`src/design/afk_pkg.sv`:
```
// Shared types, constants and CORDIC tables of the arm forward kinematics block.
// No dependencies; every other design file imports this package.
package afk_pkg;

    localparam int ANG_W     = 16;
    localparam int LEN_W     = 20;
    localparam int POS_W     = 23;
    localparam int PHASE_W   = 33;
    localparam int CS_W      = 33;
    localparam int CFG_IDX_W = 3;
    localparam int QDEPTH    = 2;

    localparam int DEF_ANGLE_FRAC_BITS = 12;
    localparam int DEF_CORDIC_STAGES   = 16;
    localparam int MIN_STAGES          = 8;
    localparam int MAX_STAGES          = 24;

    localparam int POS_LIMIT  = 4000000;
    localparam int TURN_SCALE = 683565276;

    localparam logic [LEN_W-1:0] RST_BASE_OFFSET = 20'd33000;
    localparam logic [LEN_W-1:0] RST_BASE_HEIGHT = 20'd147000;
    localparam logic [LEN_W-1:0] RST_UPPER_LINK  = 20'd155000;
    localparam logic [LEN_W-1:0] RST_FORE_LINK   = 20'd135000;
    localparam logic [LEN_W-1:0] RST_TOOL_LINK   = 20'd218000;

    typedef enum logic [CFG_IDX_W-1:0] {
        REG_BASE_OFFSET = 3'd0,
        REG_BASE_HEIGHT = 3'd1,
        REG_UPPER_LINK  = 3'd2,
        REG_FORE_LINK   = 3'd3,
        REG_TOOL_LINK   = 3'd4
    } cfg_idx_t;

    typedef struct packed {
        logic [LEN_W-1:0] a1;
        logic [LEN_W-1:0] d1;
        logic [LEN_W-1:0] a2;
        logic [LEN_W-1:0] a3;
        logic [LEN_W-1:0] d5;
    } afk_lens_t;

    // phase 0: base, 1: shoulder, 2: shoulder+elbow, 3: shoulder+elbow+wrist
    typedef struct packed {
        logic [3:0][PHASE_W-1:0] phase;
        logic [3:0]              neg;
    } afk_item_t;

    function automatic logic signed [PHASE_W-1:0] cordic_atan(input int i);
        logic signed [PHASE_W-1:0] v;
        case (i)
            0:       v = 33'sd536870912;
            1:       v = 33'sd316933406;
            2:       v = 33'sd167458907;
            3:       v = 33'sd85004756;
            4:       v = 33'sd42667331;
            5:       v = 33'sd21354465;
            6:       v = 33'sd10679838;
            7:       v = 33'sd5340245;
            8:       v = 33'sd2670163;
            9:       v = 33'sd1335087;
            10:      v = 33'sd667544;
            11:      v = 33'sd333772;
            12:      v = 33'sd166886;
            13:      v = 33'sd83443;
            14:      v = 33'sd41722;
            15:      v = 33'sd20861;
            16:      v = 33'sd10430;
            17:      v = 33'sd5215;
            18:      v = 33'sd2608;
            19:      v = 33'sd1304;
            20:      v = 33'sd652;
            21:      v = 33'sd326;
            22:      v = 33'sd163;
            23:      v = 33'sd81;
            default: v = '0;
        endcase
        return v;
    endfunction

    function automatic logic signed [CS_W-1:0] cordic_gain(input int n);
        logic signed [CS_W-1:0] v;
        case (n)
            8:       v = 33'sd652039507;
            9:       v = 33'sd652034532;
            10:      v = 33'sd652033289;
            11:      v = 33'sd652032978;
            12:      v = 33'sd652032900;
            13:      v = 33'sd652032881;
            14:      v = 33'sd652032876;
            default: v = 33'sd652032874;
        endcase
        return v;
    endfunction

endpackage

```
`src/design/afk_front.sv`:
```
// Front end: joint angle sums, scaling to binary phase and quadrant folding.
// Depends on afk_pkg.
module afk_front #(
    parameter int ANGLE_FRAC_BITS = afk_pkg::DEF_ANGLE_FRAC_BITS
) (
    input  logic                                 clk,
    input  logic                                 rst_n,
    input  logic                                 in_valid,
    output logic                                 in_ready,
    input  logic signed [afk_pkg::ANG_W-1:0]     base_angle,
    input  logic signed [afk_pkg::ANG_W-1:0]     shoulder_angle,
    input  logic signed [afk_pkg::ANG_W-1:0]     elbow_angle,
    input  logic signed [afk_pkg::ANG_W-1:0]     wrist_angle,
    output logic                                 q_valid,
    input  logic                                 q_ready,
    output afk_pkg::afk_item_t                   q_item
);
    import afk_pkg::*;

    localparam int SUM_W  = ANG_W + 2;
    localparam int PROD_W = SUM_W + 31;
    localparam int EXT_W  = PROD_W + ANGLE_FRAC_BITS + 1;
    localparam logic signed [30:0] TURN_S = 31'(TURN_SCALE);
    localparam logic signed [EXT_W-1:0] HALF = EXT_W'(1) <<< (ANGLE_FRAC_BITS - 1);
    localparam logic signed [PHASE_W-1:0] QUARTER = 33'sd1073741824;
    localparam logic signed [PHASE_W-1:0] HALF_TURN = 33'sd2147483648;

    logic signed [SUM_W-1:0]  sum_angle [4];
    logic signed [PROD_W-1:0] prod_reg  [4];
    logic                     valid_reg;

    assign sum_angle[0] = SUM_W'(base_angle);
    assign sum_angle[1] = SUM_W'(shoulder_angle);
    assign sum_angle[2] = SUM_W'(shoulder_angle) + SUM_W'(elbow_angle);
    assign sum_angle[3] = SUM_W'(shoulder_angle) + SUM_W'(elbow_angle)
                        + SUM_W'(wrist_angle);

    assign in_ready = !valid_reg || q_ready;
    assign q_valid  = valid_reg;

    always_ff @(posedge clk or negedge rst_n)
    begin
        if (!rst_n)
        begin
            valid_reg <= 1'b0;
        end
        else if (in_ready)
        begin
            valid_reg <= in_valid;
        end
    end

    always_ff @(posedge clk)
    begin
        if (in_ready && in_valid)
        begin
            for (int k = 0; k < 4; k++)
            begin
                prod_reg[k] <= PROD_W'(sum_angle[k]) * PROD_W'(TURN_S);
            end
        end
    end

    always_comb
    begin
        logic signed [EXT_W-1:0]   rnd;
        logic signed [PHASE_W-1:0] z;
        q_item = '0;
        for (int k = 0; k < 4; k++)
        begin
            rnd = EXT_W'(prod_reg[k]) + HALF;
            z   = PHASE_W'($signed(rnd[ANGLE_FRAC_BITS +: 32]));
            if (z > QUARTER)
            begin
                q_item.phase[k] = z - HALF_TURN;
                q_item.neg[k]   = 1'b1;
            end
            else if (z < -QUARTER)
            begin
                q_item.phase[k] = z + HALF_TURN;
                q_item.neg[k]   = 1'b1;
            end
            else
            begin
                q_item.phase[k] = z;
                q_item.neg[k]   = 1'b0;
            end
        end
    end

endmodule

```
`config.mk`:
```
export PLATFORM = sky130hd
export DESIGN_NAME = afk_front
export DESIGN_NICKNAME = d
export VERILOG_FILES = /design/src/design/afk_pkg.sv /design/src/design/afk_front.sv
export SDC_FILE = /design/constraint.sdc
export NUM_CORES = 2
export LEC_CHECK = 0
export CAP_MARGIN = 20
export CORE_ASPECT_RATIO = 1.25
export CORE_MARGIN = 2
export CORE_UTILIZATION = 50
export DETAILED_ROUTE_END_ITERATION = 16
export DONT_BUFFER_PORTS = 1
export HOLD_SLACK_MARGIN = 0.15
export PLACE_DENSITY = 0.63
export SLEW_MARGIN = 15
export SYNTH_ARGS = -nofsm -noshare
export SYNTH_HDL_FRONTEND = slang
export SYNTH_SLANG_ARGS = --single-unit
export TNS_END_PERCENT = 10
```
`constraint.sdc`:
```
create_clock -name clk -period 4.8 [get_ports clk]
set_input_delay 0.72 -clock clk [delete_from_list [all_inputs] [get_ports clk]]
set_output_delay 0.72 -clock clk [all_outputs]
set_load 0.005 [all_outputs]
```
==> summary.md <==
| Metric | Value |
|---|---|
| Outcome | finished, violations left |
| Failing checks | DRC, setup timing |
| Aggregate global-route resource usage | 0.269 |
| Ports | between 200 and 250 |
| Critical path type | in2reg |
| Port bufs | 0 |
| Worst setup EP type | flop |
| Final worst slack | -3.47 ns |
| Actual slew at the worst max-slew pin | 0.785 ns |
| Post-synth top area share | 0.311 |
| # fillers | 6,250 |
| Largest net degree at the start of global routing | between 100 and 150 |
| Post-synth ARST share | 0.00752 |
| Max_cap viols | 0 |
| Crit path time final | 8.27 ns |
| Slowest CP cell | fa_2 |
| Unrepaired setup endpoints after global routing | true |
| CTS clk-pin slew, worst paths | 0.07 ns |
| Synthesized flop and latch total | roughly 130 |
| Syn nets | roughly 5,200 |
| Residual DRC count | 20 |
| Setup TNS | -194.26 ns |
| Setup Skew | around 0.011 ns |
| Critical path's largest stage delay | about 0.6 ns |
| Top FF cell, synth | edfxtp_1 |
| Synthesized area per cell | between 9 and 10 um2 |
| Worst min path class | in2reg |
| Via Count | 27,880 |
| CP required | 5.06 ns |
| Slew Viols, Final | 0 |
| Crit-path max FO | 13 |
| Initial drt markers | 1,123 |
| Area Overhead vs Synth | 23.3% |
| Die Y | 310 um |
| Ys Warns | 0 |
| CTS tree | built |
| Vias in the first global route | 30,197 |
| Arrival time of the worst setup path | approximately 8.5 ns |
| Initial antenna violation count | 4 |
| Core area | 0.0744 mm2 |
| Mapped Area | 0.0374 mm2 |
| Synth Instances | between 3,000 and 4,000 |
| Worst hold slack | 0.329 ns |
| H-tree Lvls | 4 |
| Max reg flops | 132 |
| Final hold violation count | 0 |
| Die area | just under 0.08 mm2 |
| Remaining Overflow, GRT | 0 |
| Rel. slew slack | 0.476 |
| Insertion delay to the later sink of the worst-skew pair | 0.50 ns |
| Fmax | 0.121 GHz |
| Final WL | about 99 mm |
| Clock Root Buffer | clkbuf_16 |
| Post-DP HPWL | between 80 and 90 mm |
| Post-layout nets | 5,918 |
| Maximum clock path buffer count | 2 |
| # rows | 112 |
| Post-synth top area cell | fa_1 |
| Via density | about 5 |
| Placer Congestion | 0.970 |
| Clk sinks | 133 |
| Pre-Repair DR Iteration Count | 14 |
| Synth area leaders | fa_1, ha_1, edfxtp_1 |
| Global-route wire length before repair | 159 mm |
| WL/cell | 18.1 um |
| Fraction of layout cells with a size suffix above 1 | 0.227 |
| Sequential area share after synthesis | 0.107 |
| CP Launch Type | input pin |
| Period utilisation layout | 1.72 |
| Final setup violation count | about 110 |
| Die Width | 249 um |
| TritonCTS Buffers | 17 |
| Detail Route Antenna Nets | 0 |
| Synth cell types | 89 |
| Post-synth EDFFs | about 130 |
| Starting Density | 0.503 |
[cells in the final DEF (no fill, tap or decap), types with 17 or more instances in the layout]
master       n
o21a_1      30
nor2b_1     17
nand3_1    101
nand2b_1    18
xnor2_1    176
edfxtp_1   132
buf_4      673
clkbuf_16   17
and3_1      37
inv_1      967
nor2_1     130
o21ai_1     18
fa_1       551
nand4_1     37
nor3_1      39
nor2_2      21
a21oi_1     61
xor2_1      90
fa_2        30
inv_2       18
ha_1       734
a21o_1      57
nand2_1    112
ha_4        43
a21oi_2     44
o21ai_0     38
[Yosys cell counts (3+ instances only)]
master,instances
a31oi_1,18
o31ai_1,6
a221o_1,4
clkbuf_1,14
or3_1,7
and4_1,4
a31o_2,3
a211o_1,3
nand3_1,103
nor4_1,13
o21a_1,30
o211ai_1,5
a21oi_1,110
o21ai_0,63
nor3_2,5
o2111ai_1,6
xnor2_1,194
o21bai_1,10
and3_1,39
inv_1,986
o31a_1,3
nand4_1,37
nor3b_1,5
xor2_1,98
nand2b_1,18
or4_1,3
nor2b_1,23
buf_2,4
nand2_1,116
nor3_1,48
o22a_1,3
nor2_1,153
or2_2,17
fa_1,581
edfxtp_1,132
a211oi_1,11
and2_1,19
a21boi_0,6
a21o_1,57
ha_1,781
[per-layer routing]
metal | wire (um) | vias to the layer above | part of all wire | track usage
met5 | 13 | - | 0.00013 | 0
met4 | 3330 | 2 | 0.034 | 0.101
met3 | 4110 | 147 | 0.042 | 0.0422
met2 | 52900 | 438 | 0.53 | 0.508
met1 | 38700 | 13732 | 0.39 | 0.304
li1 | - | 13561 | - | -
[area by class of cell]
| type | instances | area, um2 | area share |
|---|---|---|---|
| Antenna cell | 3 | 7.51 | 0.000163 |
| Clock buffer | 21 | 440 | 0.00954 |
| Clock inverter | 11 | 200 | 0.00434 |
| Inverter | 986 | 3700 | 0.0803 |
| Multi-Input combinational cell | 2655 | 31300 | 0.677 |
| Sequential cell | 133 | 3990 | 0.0864 |
| Tap cell | 969 | 1210 | 0.0263 |
| Timing Repair Buffer | 695 | 5340 | 0.116 |
[stage by stage]
| stage | instances | util | area [um2] | setup WS (ns) |
|---|---|---|---|---|
| CTS | 5458 | 0.612 | 45600 | -3.34 |
| global route | 5472 | 0.620 | 46100 | -3.70 |
| finish | 5473 | 0.620 | 46100 | -3.47 |
| global placement | 5407 | 0.592 | 44100 | -3.98 |
| detailed placement | 5407 | 0.592 | 44100 | -4.08 |
| floorplan | 3795 | - | 37900 | -3.73 |
[what timing repair did]
item                                    4_1_cts  5_1_grt
hold endpoints to repair                      1        0
setup buffers                                18       12
endpoints found under the setup margin      117      120
pin swaps                                   116       67
resized for setup                           145      103
hold buffers                                  1        0
[worst paths after layout]
kind	cells after the start	to	slack (ns)	from
min	1	q_valid	0.33	in_valid
max	36	prod_reg[3][36]	-3.47	shoulder_angle[0]
min in group asynchronous	1	q_valid	0.42	rst_n
max reg2reg	3	prod_reg[2][37]	3.06	q_valid
max in group asynchronous	1	q_valid	4.28	rst_n
min reg2reg	2	q_valid	0.61	q_valid
[worst max-delay path: cells and delay by family]
| kind | cells | cell delay, ns |
|---|---|---|
| fa+ha+maj | 10 | 3.97 |
| buf+inv | 5 | 0.29 |
| xor+xnor | 2 | 0.21 |
| compound gates | 11 | 2.29 |
| simple gates | 8 | 1.04 |
[kinds of logic after synthesis]
logic type | after synthesis | share of synthesized area
simple gates | 627 | 0.0847
mux | 1 | 0.000301
xor+xnor | 293 | 0.0689
fa+ha+maj | 1362 | 0.572
flops | 133 | 0.107
compound gates | 372 | 0.0660
buf+inv | 1007 | 0.101
Power is not shown: default switching activity piles up to over one toggle a cycle in this logic, so the estimate is an artifact.
