[src/design/afk_pkg.sv]
// Shared types, constants and CORDIC tables of the arm forward kinematics block.
// No dependencies; every other design file imports this package.
package afk_pkg;

    localparam int ANG_W     = 16;
    localparam int LEN_W     = 20;
    localparam int POS_W     = 23;
    localparam int PHASE_W   = 33;
    localparam int CS_W      = 33;
    localparam int CFG_IDX_W = 3;
    localparam int QDEPTH    = 2;

    localparam int DEF_ANGLE_FRAC_BITS = 12;
    localparam int DEF_CORDIC_STAGES   = 16;
    localparam int MIN_STAGES          = 8;
    localparam int MAX_STAGES          = 24;

    localparam int POS_LIMIT  = 4000000;
    localparam int TURN_SCALE = 683565276;

    localparam logic [LEN_W-1:0] RST_BASE_OFFSET = 20'd33000;
    localparam logic [LEN_W-1:0] RST_BASE_HEIGHT = 20'd147000;
    localparam logic [LEN_W-1:0] RST_UPPER_LINK  = 20'd155000;
    localparam logic [LEN_W-1:0] RST_FORE_LINK   = 20'd135000;
    localparam logic [LEN_W-1:0] RST_TOOL_LINK   = 20'd218000;

    typedef enum logic [CFG_IDX_W-1:0] {
        REG_BASE_OFFSET = 3'd0,
        REG_BASE_HEIGHT = 3'd1,
        REG_UPPER_LINK  = 3'd2,
        REG_FORE_LINK   = 3'd3,
        REG_TOOL_LINK   = 3'd4
    } cfg_idx_t;

    typedef struct packed {
        logic [LEN_W-1:0] a1;
        logic [LEN_W-1:0] d1;
        logic [LEN_W-1:0] a2;
        logic [LEN_W-1:0] a3;
        logic [LEN_W-1:0] d5;
    } afk_lens_t;

    // phase 0: base, 1: shoulder, 2: shoulder+elbow, 3: shoulder+elbow+wrist
    typedef struct packed {
        logic [3:0][PHASE_W-1:0] phase;
        logic [3:0]              neg;
    } afk_item_t;

    function automatic logic signed [PHASE_W-1:0] cordic_atan(input int i);
        logic signed [PHASE_W-1:0] v;
        case (i)
            0:       v = 33'sd536870912;
            1:       v = 33'sd316933406;
            2:       v = 33'sd167458907;
            3:       v = 33'sd85004756;
            4:       v = 33'sd42667331;
            5:       v = 33'sd21354465;
            6:       v = 33'sd10679838;
            7:       v = 33'sd5340245;
            8:       v = 33'sd2670163;
            9:       v = 33'sd1335087;
            10:      v = 33'sd667544;
            11:      v = 33'sd333772;
            12:      v = 33'sd166886;
            13:      v = 33'sd83443;
            14:      v = 33'sd41722;
            15:      v = 33'sd20861;
            16:      v = 33'sd10430;
            17:      v = 33'sd5215;
            18:      v = 33'sd2608;
            19:      v = 33'sd1304;
            20:      v = 33'sd652;
            21:      v = 33'sd326;
            22:      v = 33'sd163;
            23:      v = 33'sd81;
            default: v = '0;
        endcase
        return v;
    endfunction

    function automatic logic signed [CS_W-1:0] cordic_gain(input int n);
        logic signed [CS_W-1:0] v;
        case (n)
            8:       v = 33'sd652039507;
            9:       v = 33'sd652034532;
            10:      v = 33'sd652033289;
            11:      v = 33'sd652032978;
            12:      v = 33'sd652032900;
            13:      v = 33'sd652032881;
            14:      v = 33'sd652032876;
            default: v = 33'sd652032874;
        endcase
        return v;
    endfunction

endpackage

[src/design/afk_queue.sv]
// Short queue between front end and back end of the kinematics block.
// Depends on afk_pkg.
module afk_queue (
    input  logic               clk,
    input  logic               rst_n,
    input  logic               in_valid,
    output logic               in_ready,
    input  afk_pkg::afk_item_t in_item,
    output logic               out_valid,
    input  logic               out_ready,
    output afk_pkg::afk_item_t out_item
);
    import afk_pkg::*;

    localparam int PTR_W = (QDEPTH > 1) ? $clog2(QDEPTH) : 1;
    localparam int CNT_W = $clog2(QDEPTH + 1);

    afk_item_t          mem_reg [QDEPTH];
    logic [PTR_W-1:0]   wr_ptr_reg;
    logic [PTR_W-1:0]   rd_ptr_reg;
    logic [CNT_W-1:0]   count_reg;
    logic               push;
    logic               pop;

    assign in_ready  = count_reg != CNT_W'(QDEPTH);
    assign out_valid = count_reg != '0;
    assign out_item  = mem_reg[rd_ptr_reg];
    assign push      = in_valid && in_ready;
    assign pop       = out_valid && out_ready;

    function automatic logic [PTR_W-1:0] bump(input logic [PTR_W-1:0] p);
        return (p == PTR_W'(QDEPTH - 1)) ? '0 : p + PTR_W'(1);
    endfunction

    always_ff @(posedge clk or negedge rst_n)
    begin
        if (!rst_n)
        begin
            wr_ptr_reg <= '0;
            rd_ptr_reg <= '0;
            count_reg  <= '0;
        end
        else
        begin
            if (push)
            begin
                wr_ptr_reg <= bump(wr_ptr_reg);
            end
            if (pop)
            begin
                rd_ptr_reg <= bump(rd_ptr_reg);
            end
            if (push && !pop)
            begin
                count_reg <= count_reg + CNT_W'(1);
            end
            else if (pop && !push)
            begin
                count_reg <= count_reg - CNT_W'(1);
            end
        end
    end

    always_ff @(posedge clk)
    begin
        if (push)
        begin
            mem_reg[wr_ptr_reg] <= in_item;
        end
    end

`ifndef SYNTHESIS
    a_count_bound: assert property (@(posedge clk) disable iff (!rst_n)
        count_reg <= CNT_W'(QDEPTH))
        else $error("queue count beyond depth");
    a_count_step: assert property (@(posedge clk) disable iff (!rst_n)
        (push && !pop) |=> count_reg == $past(count_reg) + CNT_W'(1))
        else $error("queue count missed a push");
    a_ptr_gap: assert property (@(posedge clk) disable iff (!rst_n)
        (count_reg == '0) |-> (wr_ptr_reg == rd_ptr_reg))
        else $error("queue pointers apart while empty");
`endif

endmodule

[config.mk]
export PLATFORM = sky130hd
export DESIGN_NAME = afk_queue
export DESIGN_NICKNAME = d
export VERILOG_FILES = /design/src/design/afk_pkg.sv /design/src/design/afk_queue.sv
export SDC_FILE = /design/constraint.sdc
export NUM_CORES = 1
export LEC_CHECK = 0
export ABC_AREA = 1
export BUFFER_PORTS_ARGS = -buffer_cell sky130_fd_sc_hd__buf_2
export CORE_MARGIN = 5
export CORE_UTILIZATION = 47
export DETAILED_ROUTE_END_ITERATION = 8
export PLACE_DENSITY_LB_ADDON = 0.12
export SKIP_LAST_GASP = 1
export SLEW_MARGIN = 20
export SYNTH_ARGS = -nofsm -noshare
export SYNTH_HDL_FRONTEND = slang
export SYNTH_SLANG_ARGS = --single-unit
[constraint.sdc]
create_clock -name clk -period 6.9 [get_ports clk]
set_input_delay 1.035 -clock clk [delete_from_list [all_inputs] [get_ports clk]]
set_output_delay 1.035 -clock clk [all_outputs]
set_load 0.02 [all_outputs]
==> flow_metrics.env, run 1 <==
export IMPL_final_cells=1320
export IMPL_largest_reg_flops=272
export IMPL_end_kind="output port"
export IMPL_avgSynthCellArea_um2=13.9
export IMPL_skew_ps=13.9
export IMPL_die_area_um2=24900
export IMPL_cp_max_fo=74
export IMPL_drive_gt1_share_pct=31.2
export IMPL_portBuffers=277
export IMPL_seq_area_frac_synth_pct=80.7
export IMPL_grt_total_usage_pct=16.3
export IMPL_grt_pass1_vias=5824
export IMPL_cts_resized=0
export IMPL_syn_cell_area_um2=10300
export IMPL_final_core_util_pct=58.4
export IMPL_slew_headroom_pct=33.8
export IMPL_synth_cell_type_count=13
export IMPL_clk_latency_ps=530
export IMPL_status="finished, final reports clean"
export IMPL_synth_edf_count=272
export IMPL_worstSetupPathType="register to output port"
export IMPL_startpoint_type="register"
export IMPL_vdd_drop_max_uv=268
export IMPL_maxSlewViolCount=0
export IMPL_core_area_um2=21600
export IMPL_viasPerCell=4.68
export IMPL_rsz0062_at_grt="no"
export IMPL_drc_errors=0
export IMPL_holdWs_ps=298
export IMPL_worst_slew_pin_slew_ps=990
export IMPL_dp_hpwl_um=13900
export IMPL_ys_warn_count=0
export IMPL_grt_overflow_total=0
export IMPL_antenna_found_initial=6
export IMPL_rows=54
export IMPL_power_leakage_nw=5.44
export IMPL_initial_utilization_pct=47.4
export IMPL_wirelength_um=21600
export IMPL_yosys_most_used_dff="edfxtp_1"
export IMPL_path_clk_slew_ps=60
export IMPL_cts_htree_levels=1
export IMPL_cp_data_arrival_time_ps=3160
export IMPL_grt_max_degree=75
export IMPL_fin_crit_sh_pct=60.8
export IMPL_io_pins=278
export IMPL_die_y_um=158
export IMPL_cts_made_buffers=28
export IMPL_num_fill_cells=1767
export IMPL_holdBufCountCts=0
export IMPL_finalHoldViolations=0
export IMPL_setup_viol=0
export IMPL_postRouteAntennaNets=0
export IMPL_route_detailed_wl_per_inst_um=16.4
export IMPL_hp_class="input port to async pin"
export IMPL_first_pass_iters=4
export IMPL_min_period_ps=4200
export IMPL_post_cts_buffers=0
export IMPL_drtIter0Drc=367
export IMPL_cellPowerDensity_nw_per_um2=466
export IMPL_cts_tree="done"
export IMPL_cts_sinks=276
export IMPL_async_reset_ff_share_pct=1.45
export IMPL_synthTopCellsByCount="418 x nand2_1, 272 x edfxtp_1, 29 x buf_6"
export IMPL_setup_tns_ps=0
export IMPL_fmax_mhz=238
export IMPL_gp_congestion=0.735
export IMPL_cts_root_buffer_cell="clkbuf_16"
export IMPL_yosys_area_top_type="edfxtp_1"
export IMPL_num_vias=6184
export IMPL_grt_pass1_wl_um=31500
export IMPL_synth_cells=739
export IMPL_area_growth_pct=23.2
export IMPL_yosys_area_top_type_share_pct=79.7
export IMPL_cp_required_ps=5860
export IMPL_cts_buffer_depth=3
export IMPL_die_w_um=158
export IMPL_yosysMostFrequentCell="nand2_1"
export IMPL_nets=1163
export IMPL_ys_seq_elements=276
export IMPL_cap_violations=0
export IMPL_synth_fp_nets=880
export IMPL_dpl_cell_count=1272
export IMPL_worstRegToRegCells=5
export IMPL_synthTopCellsByArea="edfxtp_1 80%, nand2_1 15%, buf_6 3.2%"
through the flow:
step | power [mW] | setup slack [ps] | cell area (um2)
5_1_grt | 6.22 | 2460 | 12600
3_3_place_gp | 4.46 | 3180 | 11700
3_5_place_dp | 4.48 | 3160 | 11700
2_1_floorplan | 3.93 | -533 | 10300
4_1_cts | 5.98 | 2580 | 12600
6_report | 5.88 | 2700 | 12600
final cells by class:
| cell class | count | area (um2) | area share [%] |
|---|---|---|---|
| Tap cell | 280 | 350 | 2.77 |
| Inverter | 7 | 28.8 | 0.228 |
| Clock buffer | 34 | 744 | 5.89 |
| Multi-Input combinational cell | 426 | 1640 | 13.0 |
| Clock inverter | 12 | 164 | 1.30 |
| Timing Repair Buffer | 283 | 1430 | 11.3 |
| Sequential cell | 276 | 8270 | 65.5 |
| Antenna cell | 2 | 5.00 | 0.0396 |
critical path, cell delays in order, from the launching register on:
cell and delay [ps]:
dfrtp_4 770, inv_4 620, buf_4 720, nand2_1 100, nand2_1 140, buf_2 180
routing by layer:
metal  vias to the layer above  share of wire, %  track usage (%)
met2                       231                47             25.9
met4                        10               1.3             4.18
met5                         -              0.22                0
met1                      2850                40             21.7
met3                        32                11             5.80
li1                       3061                 -                -
cell usage in the layout (no fill, tap or decap), types with 2 or more instances in the layout:
| master | count |
|---|---|
| nand2_1 | 418 |
| buf_2 | 277 |
| edfxtp_1 | 272 |
| clkbuf_16 | 29 |
| inv_1 | 6 |
| buf_4 | 6 |
| clkbuf_1 | 5 |
| clkinv_1 | 4 |
| bufinv_16 | 4 |
| dfrtp_1 | 3 |
| diode_2 | 2 |
| nor2_4 | 2 |
| nand3_1 | 2 |
| clkinvlp_4 | 2 |
power breakdown:
group	internal [mW]	switching [mW]
Combinational	0.529	1.43
Clock	0.908	0.576
Sequential	2.29	0.142
worst paths after layout:
path                                            end                      from  slack [ps]
setup / recovery                       out_item[17]    rd_ptr_reg$_DFFE_PN0P_        2700
setup reg to reg           mem_reg[1][40]$_DFFE_PP_  count_reg[0]$_DFFE_PN0P_        4160
min in group clk           count_reg[0]$_DFFE_PN0P_  count_reg[0]$_DFFE_PN0P_         510
hold / removal             count_reg[1]$_DFFE_PN0P_                     rst_n         300
hold reg to reg            count_reg[0]$_DFFE_PN0P_  count_reg[0]$_DFFE_PN0P_         510
max in group asynchronous    rd_ptr_reg$_DFFE_PN0P_                     rst_n        6460
cells by family (layout without fill, tap and decap cells):
family        count (synthesis)  after routing  share of synthesized area [%]
other cells                   0              2                              0
fa+ha+maj                     1              1                          0.122
flops                       276            276                           80.7
buf+inv                      37            336                           3.52
xor+xnor                      2              2                          0.171
simple gates                423            423                           15.5
Power figures use the tool's default switching activity.
==> run 2, diff against run 1 <==
Clock period 6.9 ns to 3.6 ns, I/O delays scaled along.
==> run 2 against run 1 <==
Against the previous run:
- cell count increased by 0.38%
- flip-flop and latch count is the same
- clock-buffer cell count grew 1
- clock skew fell by 2.9 ps
- worst hold slack got worse by 93 ps
- worst setup slack worse by 1600 ps
- die area stayed put
- critical path depth is the same
- sequential power rose by 86%
- largest cell class unchanged
- largest power group unchanged
==> flow_metrics.env, run 2 (synthesis gave the netlist of run 1 again) <==
export IMPL_status="finished, final reports clean"
export IMPL_wirelength_um=21300
export IMPL_fin_crit_sh_pct=69.9
export IMPL_cts_root_buffer_cell="clkbuf_16"
export IMPL_p_seq_share_pct=41.0
export IMPL_nets=1164
export IMPL_intPower_mw=6.98
export IMPL_largest_reg_flops=272
export IMPL_io_pins=278
export IMPL_grt_pass1_wl_um=32000
export IMPL_comb_power_share_pct=35.4
export IMPL_setup_viol=0
export IMPL_vdd_drop_max_uv=612
export IMPL_startpoint_type="register"
export IMPL_path_common_cell="nand2_1"
export IMPL_p_clk_share_pct=23.6
export IMPL_cp_required_ps=3060
export IMPL_gp_congestion=0.748
export IMPL_initial_utilization_pct=47.4
export IMPL_hp_class="input port to register"
export IMPL_slowest_stage="dfrtp_4"
export IMPL_rows=54
export IMPL_post_cts_buffers=0
export IMPL_core_area_um2=21600
export IMPL_final_area_um2=12600
export IMPL_grt_max_degree=138
export IMPL_die_w_um=158
export IMPL_area_growth_pct=23.0
export IMPL_die_area_um2=24900
export IMPL_power_leakage_nw=5.43
export IMPL_crit_chain="inv_4 -> buf_4 -> nand2_1 -> nand2_1 -> buf_2"
export IMPL_die_y_um=158
export IMPL_num_vias=6182
export IMPL_skew_ps=10.9
export IMPL_cts_buffer_depth=3
export IMPL_worstSetupPathType="register to output port"
export IMPL_cts_tree="done"
export IMPL_portBuffers=277
export IMPL_worst_slew_pin_slew_ps=775
export IMPL_end_kind="output port"
export IMPL_viasPerCell=4.67
export IMPL_fmax_mhz=398
export IMPL_grt_total_usage_pct=16.4
export IMPL_drive_gt1_share_pct=31.0
export IMPL_p_sw_mw=4.12
export IMPL_postRouteAntennaNets=0
export IMPL_maxSlewViolCount=0
export IMPL_num_fill_cells=1795
export IMPL_cp_max_fo=27
export IMPL_cap_violations=0
export IMPL_final_common_cell="nand2_1"
export IMPL_placed_cell_area_um2=11800
export IMPL_cp_slowest_stage_delay_ps=500
export IMPL_drtIter0Drc=303
export IMPL_rsz0062_at_grt="no"
export IMPL_path_clk_slew_ps=60
export IMPL_clk_latency_ps=520
export IMPL_antenna_found_initial=5
export IMPL_min_period_ps=2520
export IMPL_dp_hpwl_um=13200
export IMPL_slew_headroom_pct=48.3
export IMPL_grt_overflow_total=0
export IMPL_reg2reg_setup_slack_ps=1670
export IMPL_setup_tns_ps=0
export IMPL_cts_sinks=276
export IMPL_cts_htree_levels=1
export IMPL_finalHoldViolations=0
export IMPL_finalPower_mw=11.1
export IMPL_cp_data_arrival_time_ps=1980
export IMPL_swShare_pct=37.1
export IMPL_cts_made_buffers=27
export IMPL_holdWs_ps=205
export IMPL_layout_common_cells="418 x nand2_1, 277 x buf_2, 272 x edfxtp_1"
export IMPL_cellPowerDensity_nw_per_um2=879
export IMPL_first_pass_iters=4
export IMPL_route_detailed_wl_per_inst_um=16.1
export IMPL_grt_pass1_vias=6019
export IMPL_drc_errors=0
-- run 2: cell types whose count changed in the layout (fill, tap and decap cells not counted), sizes merged --
cell         change
buf              +1
bufinv           -2
clkinv           +5
dlygate4sd3      +1
clkinvlp         -1
clkbuf           +1
-- run 2: final timing paths --
| path | from | endpoint | cells after the start |
|---|---|---|---|
| max reg2reg | count_reg[0]$_DFFE_PN0P_ | mem_reg[0][21]$_DFFE_PP_ | 5 |
| min | in_item[32] | mem_reg[0][32]$_DFFE_PP_ | 1 |
| max in group asynchronous | rst_n | rd_ptr_reg$_DFFE_PN0P_ | 2 |
| min reg2reg | count_reg[1]$_DFFE_PN0P_ | count_reg[1]$_DFFE_PN0P_ | 2 |
| max | rd_ptr_reg$_DFFE_PN0P_ | out_item[16] | 5 |
| min in group asynchronous | rst_n | rd_ptr_reg$_DFFE_PN0P_ | 2 |
-- run 2: power by group through the flow --
stage | Combinational (mW) | Clock, mW | Sequential [mW]
final | 3.93 | 2.61 | 4.55
after global routing | 4.33 | 2.84 | 4.61
after CTS | 4.03 | 2.69 | 4.56
after detailed placement | 4.01 | 0 | 4.62
after global placement | 4.01 | 0 | 4.61
after floorplan | 2.79 | 0 | 4.67
-- run 2: worst max-delay path: cells and delay by family, from the launching register on --
kind                   cells  cell delay (ps)
buffers and inverters      3              790
flip-flops                 1              500
AND/OR/NAND/NOR            2              160
-- run 2: area by class of cell --
class	count	area (um2)	area share, %
Antenna cell	2	5.00	0.0397
Clock buffer	35	706	5.59
Clock inverter	14	115	0.913
Inverter	7	28.8	0.228
Multi-Input combinational cell	426	1640	13.0
Sequential cell	276	8270	65.6
Tap cell	280	350	2.78
Timing Repair Buffer	285	1500	11.9
-- run 2: what timing repair did --
item | 4_1_cts | 5_1_grt
gates resized for setup | 0 | 0
hold buffers | 1 | 0
setup endpoints to repair | 0 | 0
hold endpoints to repair | 4 | 0
-- run 2: per-stage QoR --
| stage | instances | setup slack, ps | utilization, % |
|---|---|---|---|
| finish | 1325 | 1080 | 58.3 |
| global route | 1323 | 924 | 58.3 |
| CTS | 1323 | 1030 | 58.3 |
| detailed placement | 1273 | 1570 | 54.5 |
| global placement | 1273 | 1570 | 54.5 |
| floorplan | 739 | -1170 | - |
-- run 2: layer usage --
| layer | track usage [%] | routed length (um) |
|---|---|---|
| met5 | 0 | 58 |
| met4 | 4.18 | 405 |
| met3 | 6.72 | 2380 |
| met2 | 26.5 | 9960 |
| met1 | 20.9 | 8490 |
